<file path="src/rtl/vcr_pkg.sv">
// Shared types, constants and orientation decode for the voxel rotation block
package vcr_pkg;

    localparam int VALUE_W    = 32;
    localparam int DEST_W     = 24;
    localparam int CFG_W      = 7;
    localparam int ROT_W      = 5;
    localparam int CFG_ADDR_W = 2;

    // Register indexes of the configuration port
    localparam logic [CFG_ADDR_W-1:0] REG_CUBE_SIDE     = 2'd0;
    localparam logic [CFG_ADDR_W-1:0] REG_CHANNEL_COUNT = 2'd1;
    localparam logic [CFG_ADDR_W-1:0] REG_ROTATION      = 2'd2;

    // Register reset values
    localparam logic [CFG_W-1:0] CUBE_SIDE_RST     = 7'd32;
    localparam logic [CFG_W-1:0] CHANNEL_COUNT_RST = 7'd1;
    localparam logic [ROT_W-1:0] ROTATION_RST      = 5'd0;

    localparam int NUM_FACES = 6;
    localparam int NUM_TURNS = 4;

    // Face choices (rotation mod 6)
    localparam logic [2:0] FACE_IDENT   = 3'd0;
    localparam logic [2:0] FACE_J_TO_I  = 3'd1;
    localparam logic [2:0] FACE_FLIP_IJ = 3'd2;
    localparam logic [2:0] FACE_MJ_TO_I = 3'd3;
    localparam logic [2:0] FACE_K_TO_I  = 3'd4;
    localparam logic [2:0] FACE_MK_TO_I = 3'd5;

    // Quarter turns about the i axis (rotation div 6, mod 4)
    localparam logic [1:0] TURN_0   = 2'd0;
    localparam logic [1:0] TURN_90  = 2'd1;
    localparam logic [1:0] TURN_180 = 2'd2;
    localparam logic [1:0] TURN_270 = 2'd3;

    typedef struct packed {
        logic [2:0] face;
        logic [1:0] turn;
    } t_orient;

    // Split a rotation code into face and turn by a compare ladder
    function automatic t_orient decode_orient(input logic [ROT_W-1:0] rot);
        t_orient    o;
        logic [2:0] q;
        logic [ROT_W-1:0] rem;
        if (rot >= ROT_W'(5 * NUM_FACES))      q = 3'd5;
        else if (rot >= ROT_W'(4 * NUM_FACES)) q = 3'd4;
        else if (rot >= ROT_W'(3 * NUM_FACES)) q = 3'd3;
        else if (rot >= ROT_W'(2 * NUM_FACES)) q = 3'd2;
        else if (rot >= ROT_W'(NUM_FACES))     q = 3'd1;
        else                                   q = 3'd0;
        rem = rot - ROT_W'(q) * ROT_W'(NUM_FACES);
        o.face = rem[2:0];
        o.turn = q[1:0];
        return o;
    endfunction

endpackage

</file>
<file path="src/rtl/vcr_front.sv">
// Front part: configuration registers, raster counters and orientation of coordinates
module vcr_front #(
    parameter int MAX_SIDE     = 64,
    parameter int MAX_CHANNELS = 64,
    localparam int PW    = $clog2(MAX_SIDE),
    localparam int CW    = (MAX_CHANNELS > 1) ? $clog2(MAX_CHANNELS) : 1,
    localparam int SW    = $clog2(MAX_SIDE + 1),
    localparam int CRD_W = PW + 1
) (
    input  logic                            i_clk,
    input  logic                            i_rst_n,
    input  logic                            i_cfg_we,
    input  logic [vcr_pkg::CFG_ADDR_W-1:0]  i_cfg_addr,
    input  logic [vcr_pkg::CFG_W-1:0]       i_cfg_data,
    input  logic                            i_accept,
    output logic signed [CRD_W-1:0]         o_a,
    output logic signed [CRD_W-1:0]         o_b,
    output logic signed [CRD_W-1:0]         o_c,
    output logic [CW-1:0]                   o_chan,
    output logic [SW-1:0]                   o_side,
    output logic                            o_done
);
    import vcr_pkg::*;

    logic [CFG_W-1:0] r_cube_side;
    logic [CFG_W-1:0] r_channel_count;
    logic [ROT_W-1:0] r_rotation_index;

    logic [PW-1:0] r_pos_i, r_pos_j, r_pos_k;
    logic [CW-1:0] r_chan;
    logic [PW-1:0] n_pos_i, n_pos_j, n_pos_k;
    logic [CW-1:0] n_chan;

    logic [PW-1:0] side_m1;
    logic [CW-1:0] chan_m1;
    logic          last_i, last_j, last_k, last_c;
    t_orient       orient;

    logic signed [CRD_W-1:0] ci, cj, ck, cm;
    logic signed [CRD_W-1:0] fa, fb, fc, tb, tc;

    // Write configuration registers
    always_ff @(posedge i_clk) begin
        if (!i_rst_n) begin
            r_cube_side      <= CUBE_SIDE_RST;
            r_channel_count  <= CHANNEL_COUNT_RST;
            r_rotation_index <= ROTATION_RST;
        end else if (i_cfg_we) begin
            case (i_cfg_addr)
                REG_CUBE_SIDE:     r_cube_side      <= i_cfg_data;
                REG_CHANNEL_COUNT: r_channel_count  <= i_cfg_data;
                REG_ROTATION:      r_rotation_index <= i_cfg_data[ROT_W-1:0];
                default: ;
            endcase
        end
    end

    // Clamp side and channel count, keep the last position of each
    always_comb begin
        if (r_cube_side == '0)
            side_m1 = '0;
        else if (32'(r_cube_side) > MAX_SIDE)
            side_m1 = PW'(MAX_SIDE - 1);
        else
            side_m1 = PW'(r_cube_side - 7'd1);

        if (r_channel_count == '0)
            chan_m1 = '0;
        else if (32'(r_channel_count) > MAX_CHANNELS)
            chan_m1 = CW'(MAX_CHANNELS - 1);
        else
            chan_m1 = CW'(r_channel_count - 7'd1);
    end

    assign last_k = r_pos_k >= side_m1;
    assign last_j = r_pos_j >= side_m1;
    assign last_i = r_pos_i >= side_m1;
    assign last_c = r_chan >= chan_m1;

    // Advance the raster counters, k fastest
    always_comb begin
        n_pos_k = r_pos_k;
        n_pos_j = r_pos_j;
        n_pos_i = r_pos_i;
        n_chan  = r_chan;
        if (!last_k) begin
            n_pos_k = r_pos_k + PW'(1);
        end else begin
            n_pos_k = '0;
            if (!last_j) begin
                n_pos_j = r_pos_j + PW'(1);
            end else begin
                n_pos_j = '0;
                if (!last_i) begin
                    n_pos_i = r_pos_i + PW'(1);
                end else begin
                    n_pos_i = '0;
                    n_chan  = last_c ? '0 : r_chan + CW'(1);
                end
            end
        end
    end

    always_ff @(posedge i_clk) begin
        if (!i_rst_n) begin
            r_pos_i <= '0;
            r_pos_j <= '0;
            r_pos_k <= '0;
            r_chan  <= '0;
        end else if (i_accept) begin
            r_pos_i <= n_pos_i;
            r_pos_j <= n_pos_j;
            r_pos_k <= n_pos_k;
            r_chan  <= n_chan;
        end
    end

    // Map position through face choice, then quarter turn
    assign orient = decode_orient(r_rotation_index);
    assign ci = $signed({1'b0, r_pos_i});
    assign cj = $signed({1'b0, r_pos_j});
    assign ck = $signed({1'b0, r_pos_k});
    assign cm = $signed({1'b0, side_m1});

    always_comb begin
        fa = ci;
        fb = cj;
        fc = ck;
        case (orient.face)
            FACE_IDENT:   begin fa = ci;      fb = cj;      fc = ck;      end
            FACE_J_TO_I:  begin fa = cj;      fb = cm - ci; fc = ck;      end
            FACE_FLIP_IJ: begin fa = cm - ci; fb = cm - cj; fc = ck;      end
            FACE_MJ_TO_I: begin fa = cm - cj; fb = ci;      fc = ck;      end
            FACE_K_TO_I:  begin fa = ck;      fb = cj;      fc = cm - ci; end
            FACE_MK_TO_I: begin fa = cm - ck; fb = cj;      fc = ci;      end
            default: ;
        endcase

        tb = fb;
        tc = fc;
        case (orient.turn)
            TURN_0:   begin tb = fb;      tc = fc;      end
            TURN_90:  begin tb = fc;      tc = cm - fb; end
            TURN_180: begin tb = cm - fb; tc = cm - fc; end
            TURN_270: begin tb = cm - fc; tc = fb;      end
            default: ;
        endcase
    end

    assign o_a    = fa;
    assign o_b    = tb;
    assign o_c    = tc;
    assign o_chan = r_chan;
    assign o_side = SW'(side_m1) + SW'(1);
    assign o_done = last_k && last_j && last_i && last_c;

endmodule

</file>
<file path="src/rtl/vcr_queue.sv">
// Short register queue between the front and back parts
module vcr_queue #(
    parameter int WIDTH = 8
) (
    input  logic             i_clk,
    input  logic             i_rst_n,
    input  logic             i_push,
    input  logic [WIDTH-1:0] i_data,
    output logic             o_ready,
    input  logic             i_pop,
    output logic             o_valid,
    output logic [WIDTH-1:0] o_data
);
    localparam int DEPTH = 4;
    localparam int AW    = $clog2(DEPTH);
    localparam int NW    = $clog2(DEPTH + 1);

    logic [WIDTH-1:0] r_mem [DEPTH];
    logic [AW-1:0]    r_wr_ptr, r_rd_ptr;
    logic [NW-1:0]    r_count;
    logic             do_push, do_pop;

    assign o_ready = r_count != NW'(DEPTH);
    assign o_valid = r_count != '0;
    assign o_data  = r_mem[r_rd_ptr];
    assign do_push = i_push && o_ready;
    assign do_pop  = i_pop && o_valid;

    // Store pushed request
    always_ff @(posedge i_clk) begin
        if (do_push) begin
            r_mem[r_wr_ptr] <= i_data;
        end
    end

    // Move pointers and fill count
    always_ff @(posedge i_clk) begin
        if (!i_rst_n) begin
            r_wr_ptr <= '0;
            r_rd_ptr <= '0;
            r_count  <= '0;
        end else begin
            if (do_push) r_wr_ptr <= r_wr_ptr + AW'(1);
            if (do_pop)  r_rd_ptr <= r_rd_ptr + AW'(1);
            if (do_push && !do_pop)      r_count <= r_count + NW'(1);
            else if (do_pop && !do_push) r_count <= r_count - NW'(1);
        end
    end

endmodule

</file>
<file path="src/rtl/vcr_back.sv">
// Back part: three multiply-add stages that form the destination index
module vcr_back #(
    parameter int MAX_SIDE     = 64,
    parameter int MAX_CHANNELS = 64,
    localparam int PW    = $clog2(MAX_SIDE),
    localparam int CW    = (MAX_CHANNELS > 1) ? $clog2(MAX_CHANNELS) : 1,
    localparam int SW    = $clog2(MAX_SIDE + 1),
    localparam int CRD_W = PW + 1
) (
    input  logic                            i_clk,
    input  logic                            i_rst_n,
    input  logic                            i_valid,
    output logic                            o_pop,
    input  logic [vcr_pkg::VALUE_W-1:0]     i_value,
    input  logic signed [CRD_W-1:0]         i_a,
    input  logic signed [CRD_W-1:0]         i_b,
    input  logic signed [CRD_W-1:0]         i_c,
    input  logic [CW-1:0]                   i_chan,
    input  logic [SW-1:0]                   i_side,
    input  logic                            i_done,
    output logic                            o_valid,
    input  logic                            i_ready,
    output logic [vcr_pkg::VALUE_W-1:0]     o_value,
    output logic [vcr_pkg::DEST_W-1:0]      o_dest,
    output logic                            o_done
);
    import vcr_pkg::*;

    logic en;
    logic r_v1, r_v2, r_v3;

    logic [VALUE_W-1:0]      r1_value, r2_value, r3_value;
    logic [DEST_W-1:0]       r1_x, r2_x, r3_x;
    logic signed [CRD_W-1:0] r1_b, r1_c, r2_c;
    logic [SW-1:0]           r1_side, r2_side;
    logic                    r1_done, r2_done, r3_done;

    logic [DEST_W-1:0] x1, x2, x3;

    // Advance all stages when the output slot frees up
    assign en    = !r_v3 || i_ready;
    assign o_pop = en && i_valid;

    // Horner form: ((chan*n + a)*n + b)*n + c, modulo 2^24
    assign x1 = DEST_W'(i_chan) * DEST_W'(i_side) + DEST_W'(i_a);
    assign x2 = r1_x * DEST_W'(r1_side) + DEST_W'(r1_b);
    assign x3 = r2_x * DEST_W'(r2_side) + DEST_W'(r2_c);

    always_ff @(posedge i_clk) begin
        if (!i_rst_n) begin
            r_v1 <= 1'b0;
            r_v2 <= 1'b0;
            r_v3 <= 1'b0;
        end else if (en) begin
            r_v1 <= i_valid;
            r_v2 <= r_v1;
            r_v3 <= r_v2;
        end
    end

    // Carry payload down the stages
    always_ff @(posedge i_clk) begin
        if (en) begin
            r1_value <= i_value;
            r1_x     <= x1;
            r1_b     <= i_b;
            r1_c     <= i_c;
            r1_side  <= i_side;
            r1_done  <= i_done;

            r2_value <= r1_value;
            r2_x     <= x2;
            r2_c     <= r1_c;
            r2_side  <= r1_side;
            r2_done  <= r1_done;

            r3_value <= r2_value;
            r3_x     <= x3;
            r3_done  <= r2_done;
        end
    end

    assign o_valid = r_v3;
    assign o_value = r3_value;
    assign o_dest  = r3_x;
    assign o_done  = r3_done;

endmodule

</file>
<file path="src/rtl/voxel_cube_rotation_scatter.sv">
// Top level of the voxel cube rotation scatter block
//
//  channel   handshake              payload
//  -------   ---------------------  ------------------------------------------
//  input     i_in_valid/o_in_ready  i_voxel_value
//  output    o_out_valid/i_out_ready o_voxel_value_out, o_dest_index, o_example_done
//  config    i_cfg_we               i_cfg_addr, i_cfg_data
//
// One voxel per cycle sustained while the output is ready; each result is registered
// through a queue slot, then three multiply-add stages (the front is combinational).
// Synchronous active-low reset clears counters, queue and stage valids and loads
// the register defaults (side 32, one channel, identity orientation).
// A stalled output holds the back stages; the four-entry queue keeps the input
// open until it fills.
module voxel_cube_rotation_scatter #(
    parameter int MAX_SIDE     = 64,
    parameter int MAX_CHANNELS = 64
) (
    input  logic                            i_clk,
    input  logic                            i_rst_n,
    input  logic                            i_cfg_we,
    input  logic [vcr_pkg::CFG_ADDR_W-1:0]  i_cfg_addr,
    input  logic [vcr_pkg::CFG_W-1:0]       i_cfg_data,
    input  logic                            i_in_valid,
    output logic                            o_in_ready,
    input  logic [vcr_pkg::VALUE_W-1:0]     i_voxel_value,
    output logic                            o_out_valid,
    input  logic                            i_out_ready,
    output logic [vcr_pkg::VALUE_W-1:0]     o_voxel_value_out,
    output logic [vcr_pkg::DEST_W-1:0]      o_dest_index,
    output logic                            o_example_done
);
    import vcr_pkg::*;

    localparam int PW    = $clog2(MAX_SIDE);
    localparam int CW    = (MAX_CHANNELS > 1) ? $clog2(MAX_CHANNELS) : 1;
    localparam int SW    = $clog2(MAX_SIDE + 1);
    localparam int CRD_W = PW + 1;
    localparam int ENT_W = VALUE_W + 3 * CRD_W + CW + SW + 1;

    logic                    accept;
    logic signed [CRD_W-1:0] f_a, f_b, f_c, q_a, q_b, q_c;
    logic [CW-1:0]           f_chan, q_chan;
    logic [SW-1:0]           f_side, q_side;
    logic                    f_done, q_done;
    logic [VALUE_W-1:0]      q_value;
    logic [ENT_W-1:0]        push_data, pop_data;
    logic                    q_valid, q_pop;

    assign accept = i_in_valid && o_in_ready;

    vcr_front #(
        .MAX_SIDE     (MAX_SIDE),
        .MAX_CHANNELS (MAX_CHANNELS)
    ) u_front (
        .i_clk      (i_clk),
        .i_rst_n    (i_rst_n),
        .i_cfg_we   (i_cfg_we),
        .i_cfg_addr (i_cfg_addr),
        .i_cfg_data (i_cfg_data),
        .i_accept   (accept),
        .o_a        (f_a),
        .o_b        (f_b),
        .o_c        (f_c),
        .o_chan     (f_chan),
        .o_side     (f_side),
        .o_done     (f_done)
    );

    // Pack one request for the queue
    assign push_data = {i_voxel_value, f_a, f_b, f_c, f_chan, f_side, f_done};

    vcr_queue #(
        .WIDTH (ENT_W)
    ) u_queue (
        .i_clk   (i_clk),
        .i_rst_n (i_rst_n),
        .i_push  (i_in_valid),
        .i_data  (push_data),
        .o_ready (o_in_ready),
        .i_pop   (q_pop),
        .o_valid (q_valid),
        .o_data  (pop_data)
    );

    assign {q_value, q_a, q_b, q_c, q_chan, q_side, q_done} = pop_data;

    vcr_back #(
        .MAX_SIDE     (MAX_SIDE),
        .MAX_CHANNELS (MAX_CHANNELS)
    ) u_back (
        .i_clk   (i_clk),
        .i_rst_n (i_rst_n),
        .i_valid (q_valid),
        .o_pop   (q_pop),
        .i_value (q_value),
        .i_a     (q_a),
        .i_b     (q_b),
        .i_c     (q_c),
        .i_chan  (q_chan),
        .i_side  (q_side),
        .i_done  (q_done),
        .o_valid (o_out_valid),
        .i_ready (i_out_ready),
        .o_value (o_voxel_value_out),
        .o_dest  (o_dest_index),
        .o_done  (o_example_done)
    );

endmodule

</file>
<file path="config.mk">
export PLATFORM = sky130hd
export DESIGN_NAME = voxel_cube_rotation_scatter
export DESIGN_NICKNAME = d
export VERILOG_FILES = /design/src/rtl/vcr_pkg.sv /design/src/rtl/vcr_front.sv /design/src/rtl/vcr_queue.sv /design/src/rtl/vcr_back.sv /design/src/rtl/voxel_cube_rotation_scatter.sv
export SDC_FILE = /design/constraint.sdc
export NUM_CORES = 1
export LEC_CHECK = 0
export BUFFER_PORTS_ARGS = -buffer_cell sky130_fd_sc_hd__clkbuf_2
export CAP_MARGIN = 20
export CORE_MARGIN = 5
export CORE_UTILIZATION = 60
export DETAILED_ROUTE_END_ITERATION = 8
export PLACE_DENSITY = 0.77
export SLEW_MARGIN = 20
export SYNTH_ARGS = -nofsm -noshare
export SYNTH_HDL_FRONTEND = slang
export SYNTH_SLANG_ARGS = --single-unit
</file>
<file path="constraint.sdc">
create_clock -name i_clk -period 8.8 [get_ports i_clk]
set_input_delay 1.32 -clock i_clk [delete_from_list [all_inputs] [get_ports i_clk]]
set_output_delay 1.32 -clock i_clk [all_outputs]
set_load 0.03 [all_outputs]
</file>
======== Yosys cells after proc, flatten, opt, wreduce, memory -nomap -nowiden ========
Memories as Yosys holds them, arrays and structs flattened. A register that Yosys moved wholly into a read port is not among the register bits.
Cells that the tools add are included.
storage, ports and cells
  flip-flop bits (word level) ............. 259
  latch bits .............................. 0
  RAM bits ................................ 268
  memory bits (read-only) ................. 0
  bits of input ports ..................... 46
  output and inout port bits .............. 59
  logic and storage cells ................. 122
  memories ................................ 1
memories
  memory         words  bits a word  rd ports  clocked after memory_dff  write ports  RTL line         RTL
  u_queue.r_mem  4      67           1         1                         1            vcr_queue.sv:18  logic [WIDTH-1:0] r_mem [DEPTH];
cells by class
  $add $sub $neg .......................... 20
  multipliers ............................. 4
  divide/modulo/power cells ............... 0
  order comparisons ....................... 11
  equality and inequality tests ........... 11
  shifts and indexed selects .............. 0
  multiplexer cells ....................... 24
  bitwise operators ....................... 0
  reduce and logical (&&, ||, !) cells .... 24
operators with widths
  operator                                                            count
  7-bit one-hot mux with 4 select lines                               2
  24-bit adder                                                        2
  24-bit by 7-bit multiplier with 24-bit output                       2
  6-bit 2-to-1 mux                                                    8
  7-bit one-hot mux with 5 select lines                               1
  6-bit by 1-bit adder with 6-bit output, second input constant       4
  6-bit greater-or-equal comparator                                   4
  7-bit one-hot mux with 3 select lines                               1
  6-bit by 6-bit subtractor with 7-bit output                         3
  3-bit 2-to-1 mux                                                    6
  14-bit by 7-bit adder with 15-bit output                            1
  5-bit greater-or-equal comparator, second input constant            3
  7-bit > comparator, second input constant                           2
  7-bit logical NOT                                                   2
  7-bit one-hot mux with 2 select lines                               1
  7-bit subtractor                                                    2
  6-bit by 7-bit multiplier with 13-bit output                        1
  6-bit by 1-bit subtractor with 6-bit output, second input constant  2
  1-bit logical AND                                                   8
  2-bit AND reduction                                                 4
  6-bit by 1-bit adder with 7-bit output, second input constant       1
  2-bit == test, second input constant                                3
  3-bit by 2-bit == test with 1-bit output, second input constant     2
  3-bit == test, second input constant                                2
  other kinds (19)                                                    27

======== Depth between registers and ports, before layout ========
Gate-level depths: netlist of the first run.
  word-level depth ........................ 12
  depth in mapped cells ................... 25
  mapped depth without buffers ............ 25

======== Hierarchy ========
Synthesis of the first run repeated with hierarchy kept, for this count alone.
unflattened totals
  cells, all modules ...................... 2629
  area, all modules ....................... 32643.8 sq um
by module, submodules not included
  module                       instances  cells an instance  area each (sq um)  sequential area each (sq um)
  vcr_back                     1          1531               17227.8            5975.7
  vcr_queue                    1          398                10176.0            8227.9
  vcr_front                    1          699                5233.8             860.8
  voxel_cube_rotation_scatter  1          1                  6.3                0.0

======== Worst setup path after synthesis of the first run ========
OpenSTA, ideal clock, no wires.
  path type ............................... in2reg
  from .................................... in i_out_ready
  to ...................................... reg u_queue.r_count[2]
  library setup time ...................... 0.076 ns
  arrival ................................. 7.202 ns
  data required time ...................... 8.724 ns
  slack ................................... 1.523 ns
  stages on the path ...................... 9
  path buffers ............................ 0
  cell sequence ........................... nor2b_1 -> inv_1 -> o31ai_1 -> ha_1 -> inv_1 -> fa_1 -> xor2_1 -> or3_1 -> a21boi_0
on the way
  word-level cells in the longest chain between the ends .. 6
  elaborated cells on any way between the ends .. 8
  classes of those cells .................. 1 x mux; 7 x reduce/logical
RTL lines
  element                                                 RTL line                           RTL
  from (decl)                                             voxel_cube_rotation_scatter.sv:28  input logic i_out_ready,
  1-bit logical OR (*)                                    vcr_back.sv:41                     assign en = !r_v3 || i_ready;
  1-bit logical AND (*)                                   vcr_back.sv:42                     assign o_pop = en && i_valid;
  1-bit logical AND (*)                                   vcr_queue.sv:27                    assign do_pop = i_pop && o_valid;
  1-bit logical NOT                                       vcr_queue.sv:45                    if (do_push && !do_pop) r_count <= r_count + NW'(1);
  1-bit logical AND                                       vcr_queue.sv:45
  3-bit 2-to-1 mux or 2-bit nonzero test (tied branches)  --
  to (signal assigned)                                    vcr_queue.sv:45
  to (signal assigned)                                    vcr_queue.sv:46                    else if (do_pop && !do_push) r_count <= r_count - NW'(1);
  to (decl)                                               vcr_queue.sv:20                    logic [NW-1:0] r_count;
Every way passes the cells marked *; elsewhere a longest branch is shown, timed or not.
A chain may end at the register's enable or synchronous reset.

======== Worst setup path after layout of the first run ========
  from .................................... reg u_front.r_cube_side[0]
  to ...................................... mem u_queue.r_mem[2][27] (netlist bit) (data pin)
on the way
  word-level cells in the longest chain between the ends .. 7
  elaborated cells on any way between the ends .. 12
  classes of those cells .................. 5 x add/sub; 1 x order compare; 5 x mux; 1 x reduce/logical
RTL lines
  element                                                                                         RTL line                                              RTL
  from (decl)                                                                                     vcr_front.sv:25                                       logic [CFG_W-1:0] r_cube_side;
  from (signal assigned)                                                                          vcr_front.sv:50                                       REG_CUBE_SIDE: r_cube_side <= i_cfg_data;
  6-bit by 1-bit subtractor with 6-bit output or 7-bit > comparator (tied branches)               vcr_front.sv:65, vcr_front.sv:62
  6-bit 2-to-1 mux                                                                                vcr_front.sv:62                                       else if (32'(r_cube_side) > MAX_SIDE)
  6-bit 2-to-1 mux (*)                                                                            vcr_front.sv:60                                       if (r_cube_side == '0)
  6-bit by 6-bit subtractor with 7-bit output (on tied branches)                                  vcr_front.sv:132, vcr_front.sv:131, vcr_front.sv:134
  7-bit one-hot mux with 3 select lines or 7-bit one-hot mux with 2 select lines (tied branches)  vcr_front.sv:129                                      case (orient.face)
  7-bit subtractor (on tied branches)                                                             vcr_front.sv:144, vcr_front.sv:145
  7-bit one-hot mux with 4 select lines (*)                                                       vcr_front.sv:141                                      case (orient.turn)
  via f_b[6]                                                                                      voxel_cube_rotation_scatter.sv:42                     logic signed [CRD_W-1:0] f_a, f_b, f_c, q_a, q_b, q_c;
  to (decl)                                                                                       vcr_queue.sv:18
The timed path passes the listed nets; every way through them passes the cells marked *.

==> results_dict.tcl, run 1 <==
set metrics [dict create \
    htree_num_levels 2 \
    syn-cell-area_um2 31600 \
    syn_nets 2899 \
    start_util_pct 60.3 \
    route.detailed.drc 0 \
    critPathCaptureType "register" \
    pre_cts_slack_ns 2.66 \
    ant_nets 0 \
    area_growth_pct 9.60 \
    yosysWarnings 0 \
    final_util_pct 66.1 \
    cts-buffers-inserted 54 \
    cts_buffer_depth 3 \
    reg2reg_depth 20 \
    ioPinCount 105 \
    grt_usage_pct 23.0 \
    min_path_cells 0 \
    grt_max_degree 119 \
    finClkSkew_ns 0.0206 \
    synthCells 2457 \
    setup_ws_ns 2.53 \
    grt-ovfl-total 0 \
    rr_startpoint "u_front.r_cube_side[0]$_SDFFE_PN0P_" \
    avgSynthCellArea_um2 12.9 \
    rsz0062_at_grt "false" \
    cts_tree "done" \
    reg2reg_slack_ns 2.53 \
    worstHoldStart "u_back.r2_value[27]$_DFFE_PN_" \
    drt_wl_total_um 64400 \
    maxSlewHeadroom_pct 26.8 \
    timing.final.hold_violations 0 \
    grt_pass1_vias 20603 \
    antennaDiodeCount 0 \
    fp.coreArea_um2 52300 \
    cts_resized 0 \
    postCtsSetupRepairBufs 0 \
    crit_required_ns 9.19 \
    layout.nets 3009 \
    whs_endpoint "u_back.o_value[27]$_DFFE_PN_" \
    clock-sinks 520 \
    drive_gt1_share_pct 12.2 \
    setup_tns_ns 0 \
    ctsHoldBuffers 0 \
    gp_congestion 0.940 \
    fin_crit_ns 6.27 \
    cap_viol_max_count 0 \
    cp_max_fo 9 \
    slew_violations 0 \
    status "complete, no violations" \
    die-area_um2 57300 \
    synth_ff_type "edfxtp_1" \
    hold_class "register to register" \
    drt-vias-per-instance 5.79 \
    setup-violations-final 0 \
    port_buffers 104 \
    clock_latency_ns 0.62 \
    synth_edf_count 465 \
    fp.dieH_um 239 \
    path_clk_slew_ns 0.06 \
    ys_seq_area_share_pct 47.7 \
    fillers 3713 \
    ys_ff_latch 520 \
    fmax_mhz 160 \
    crit_type "register to register" \
    synthArstFlopShare_pct 0 \
    antenna_found_initial 0 \
    rows 84 \
    clockRootBuffer "clkbuf_16" \
    dieWidth_um 239 \
    worst_pin_slew_ns 1.10 \
    crit_path_start_kind "register" \
    reg2reg_to "u_queue.r_mem[2][27]$_DFFE_PP_" \
    period_share_pct 71.2 \
    grt_pass1_wl_um 106000 \
    ys_types 93 \
    post_drt_wl_per_cell_um 19.5 \
    cp.arrival_ns 6.66 \
    via_count 19106 \
    dr.pass1.iters 5 \
    drt_iter0_drc 1491 \
    dp_hpwl_um 45500 \
]
## synth_stat cells, drive strengths merged (10+ instances only)
library cell  number  area share, %
nand2b            14           0.28
nand3             23           0.36
nor2              96            1.2
o31ai             13           0.32
nor2b             32           0.63
mux4              67            4.8
xor2              37            1.0
nor3              25           0.40
a21oi             88            1.5
mux2i             20           0.63
a21boi            10           0.24
nand4             17           0.34
fa               244             15
o21bai            13           0.31
and3              14           0.28
buf               19           0.29
o21a              16           0.38
o22ai             11           0.26
or3               11           0.23
inv              285            3.4
o21ai             59           0.99
edfxtp           465             44
dfxtp             55            3.5
nand2            231            2.8
xnor2             97            2.7
and2             169            3.3
a21o              23           0.55
ha               152            6.0
clkbuf            47           0.56
## layout make-up
cell class / instances / area [µm²] / share of cell area [%]
repair buffers: 120 / 641 / 1.85
flip-flops and latches: 520 / 15100 / 43.5
multi-input cells: 1585 / 15200 / 43.8
inverters: 286 / 1090 / 3.14
clock inverters: 41 / 350 / 1.01
well taps: 688 / 861 / 2.49
clock buffers: 61 / 1430 / 4.13
## kinds of logic after synthesis
group | Yosys count | share of synthesized area, %
multiplexers | 88 | 5.45
XOR/XNOR | 135 | 3.85
AND/OR/NAND/NOR | 652 | 10.3
buffers and inverters | 352 | 4.26
AO/OA/AOI/OAI | 310 | 6.78
flip-flops | 520 | 47.7
adder cells (fa/ha/maj) | 400 | 21.6
## cells in the final DEF (no fill, tap or decap), drive strengths merged, types with 11 or more instances in the layout
cell,instances
dfxtp,55
a21o,23
xnor2,97
clkbuf,165
xor2,37
or3,11
o22ai,11
o31ai,13
inv,292
nand4,17
nor2b,32
and3,14
edfxtp,465
nand2b,14
buf,16
clkinv,25
mux4,67
nand3,23
and2,169
o21bai,13
fa,244
nor2,96
ha,152
a21oi,88
nor3,25
o21a,16
o21ai,59
mux2i,20
nand2,231
## critical path, stage by stage (launching register included)
cell       delay, ns
dfxtp_1         0.36
inv_1           0.16
ha_1            0.19
nor3b_1         0.53
and2_1          0.32
o21a_1          0.31
inv_1           0.32
ha_1            0.44
a21oi_1         0.21
o21a_1          0.23
o21ai_2         0.10
a31oi_1         0.21
xnor2_1         0.14
mux2_2          0.29
a222oi_1        0.70
ha_1            0.36
nand2_1         0.11
a2111oi_2       0.47
a2111oi_4       0.12
a21boi_1        0.16
a2bb2oi_1       0.31
## per-layer routing
| layer | global-route usage, % | vias up | share of wire, % |
|---|---|---|---|
| met5 | 0 | - | 0 |
| met4 | 7.95 | 0 | 3.3 |
| met3 | 4.39 | 165 | 5.6 |
| met2 | 39.9 | 567 | 51 |
| met1 | 29.4 | 9581 | 40 |
| li1 | - | 8793 | - |
## sequential cells by signal, indices dropped and copies added (netlist names), 2 cells and up, named ones only
register / count
u_front.r_pos_i: 6
u_back.o_dest: 24
u_front.r_cube_side: 7
u_queue.r_wr_ptr: 2
u_back.r2_value: 32
u_back.r1_side: 7
u_front.r_pos_j: 6
u_queue.r_count: 3
u_back.r1_c: 7
u_front.r_rotation_index: 5
u_queue.r_rd_ptr: 2
u_back.o_value: 32
u_back.r2_c: 7
u_back.r1_value: 32
u_back.r2_x: 24
u_back.r1_x: 15
u_front.o_chan: 6
u_front.r_channel_count: 7
u_front.r_pos_k: 6
u_back.r1_b: 7
u_queue.r_mem: 268
u_back.r2_side: 7
## per-stage QoR
step	hold slack, ns	cells	cell area [µm²]
floorplan	0.400	2457	31600
global placement	0.400	3199	32800
detailed placement	0.405	3199	32800
CTS	0.402	3301	34600
global route	0.418	3301	34600
finish	0.403	3301	34600
## worst max-delay path by stage
stage / cells after the start / slack [ns] / startpoint / end
after detailed placement: 20 / 2.66 / u_front.r_cube_side[0]$_SDFFE_PN0P_ / u_queue.r_mem[2][27]$_DFFE_PP_
after global placement: 19 / 2.93 / register / u_back.r1_x[13]$_DFFE_PN_
final: 20 / 2.53 / u_front.r_cube_side[0]$_SDFFE_PN0P_ / u_queue.r_mem[2][27]$_DFFE_PP_
after global routing: 20 / 2.13 / u_front.r_cube_side[0]$_SDFFE_PN0P_ / u_queue.r_mem[2][27]$_DFFE_PP_
after CTS: 20 / 2.61 / u_front.r_cube_side[0]$_SDFFE_PN0P_ / u_queue.r_mem[2][27]$_DFFE_PP_
after floorplan: 9 / 1.52 / i_out_ready / u_queue.r_count[2]$_SDFFE_PN0P_
Power of run 1 is left out: the tool's default activity adds up to more than one toggle a clock period on the data nets, which glitch-free logic cannot reach.
==> inputs of run 2 (changes only) <==
Clock period 8.8 ns to 6.47 ns, I/O delays scaled along.
==> run 2 against run 1 <==
  * First-iteration DRC count rose by 11%
  * Cell area up 0.27%
  * Hold slack improved by 0.013 ns
  * Sequential share of layout area down 0.12 points
  * Count of clock-buffer cells in the layout grew 7
  * Routed wire length down 1.0%
  * Critical path type unchanged
  * Critical endpoint is now u_queue.r_mem[3][27]$_DFFE_PP_
==> results_dict.tcl, run 2 (synthesis results as in run 1) <==
set metrics [dict create \
    maxSlewHeadroom_pct 27.0 \
    final_common_cell "edfxtp_1" \
    cts_tree "done" \
    critPathSlowestCell "or4b_1" \
    cp.arrival_ns 6.34 \
    ant_nets 0 \
    path_buf_inv 4 \
    crit_type "register to register" \
    fmax_mhz 168 \
    ctsHoldBuffers 0 \
    drt_iter0_drc 1654 \
    cpPeakStageDelay_ns 0.56 \
    rsz0062_at_grt "false" \
    worst_pin_slew_ns 1.09 \
    drt-vias-per-instance 5.77 \
    cp_max_fo 9 \
    finClkSkew_ns 0.0169 \
    dr.pass1.iters 6 \
    route.detailed.drc 0 \
    path_cells "inv_1, ha_1, or4b_1, o31ai_1, o21a_2, inv_1, ha_1, nand2_1, o21ai_0, nand3_1, a21oi_1, xnor2_1, o21ai_0, inv_1, ha_1, nand2_1, inv_1, a32oi_1, a31oi_1, xnor2_1, o21ai_0, o21bai_1, a2bb2oi_1" \
    start_util_pct 60.3 \
    rows 84 \
    crit_required_ns 6.87 \
    via_count 19101 \
    setup-violations-final 0 \
    clock_latency_ns 0.61 \
    path_delay_family "compound AO/OA/AOI/OAI gates" \
    period_share_pct 91.8 \
    cap_viol_max_count 0 \
    fp.dieH_um 239 \
    layout.nets 3020 \
    dp_hpwl_um 44700 \
    setup_tns_ns 0 \
    port_buffers 104 \
    fin_crit_ns 5.94 \
    htree_num_levels 2 \
    area_growth_pct 9.89 \
    grt_pass1_vias 20445 \
    fillers 3677 \
    layout_common_cells "465 x edfxtp_1, 282 x inv_1, 244 x fa_1" \
    post_drt_wl_per_cell_um 19.3 \
    clock-sinks 520 \
    crit_path_frequent_cell "inv_1" \
    status "complete, no violations" \
    timing.final.hold_violations 0 \
    fp.coreArea_um2 52300 \
    critPathCaptureType "register" \
    hold_class "register to register" \
    drive_gt1_share_pct 12.2 \
    cts-buffers-inserted 54 \
    antennaDiodeCount 0 \
    cts_buffer_depth 3 \
    ioPinCount 105 \
    die-area_um2 57300 \
    path_clk_slew_ns 0.06 \
    grt-ovfl-total 0 \
    top_register "u_queue.r_mem" \
    grt_max_degree 71 \
    dieWidth_um 239 \
    slew_violations 0 \
    antenna_found_initial 0 \
    grt_pass1_wl_um 106000 \
    drt_wl_total_um 63700 \
    crit_path_start_kind "register" \
    grt_usage_pct 22.9 \
    gp_congestion 0.963 \
    clockRootBuffer "clkbuf_16" \
    largest_reg_flops 268 \
]
==> run 2: changes by cell type in the layout (fill, tap and decap cells not counted), sizes merged <==
cell / change
clkinvlp: -4
clkbuf: +7
clkinv: -4
inv: -5
bufinv: +3
buf: +11
==> run 2: final timing paths <==
path,cells past startpoint,from,to,slack [ns]
hold / removal,0,u_back.r2_value[16]$_DFFE_PN_,u_back.o_value[16]$_DFFE_PN_,0.42
setup / recovery,23,u_front.r_cube_side[0]$_SDFFE_PN0P_,u_queue.r_mem[3][27]$_DFFE_PP_,0.53
hold reg to reg,0,u_back.r2_value[16]$_DFFE_PN_,u_back.o_value[16]$_DFFE_PN_,0.42
setup reg to reg,23,u_front.r_cube_side[0]$_SDFFE_PN0P_,u_queue.r_mem[3][27]$_DFFE_PP_,0.53
==> run 2: what timing repair did <==
item                       4_1_cts  5_1_grt
setup endpoints to repair        0        8
resized for setup                0        2
buffers inserted                 0        2
==> run 2: layout make-up <==
cell class                      count  area [µm²]  area share [%]
Sequential cell                   520       15100            43.4
Clock buffer                       68        1460            4.20
Multi-Input combinational cell   1585       15200            43.7
Clock inverter                     31         333           0.959
Timing Repair Buffer              131         723            2.08
Inverter                          286        1080            3.12
Tap cell                          688         861            2.48
==> run 2: stage by stage <==
step	setup slack, ns	area [µm²]	std cells	hold WS [ns]	utilization [%]
after floorplan	0.630	31600	2457	0.400	-
after global placement	0.698	32900	3208	0.400	62.8
after detailed placement	0.337	32900	3208	0.405	62.8
after CTS	0.331	34700	3307	0.407	66.3
after global routing	0.0318	34700	3309	0.420	66.3
final	0.533	34700	3309	0.416	66.3
==> run 2: layer usage <==
layer / wire [µm] / GRT usage [%] / up-vias
li1: - / - / 8798
met1: 26100 / 30.3 / 9574
met2: 32300 / 39.6 / 604
met3: 3520 / 3.51 / 125
met4: 1800 / 6.85 / 0
met5: 0 / 0 / -
Power of run 2 is left out for the same reason.
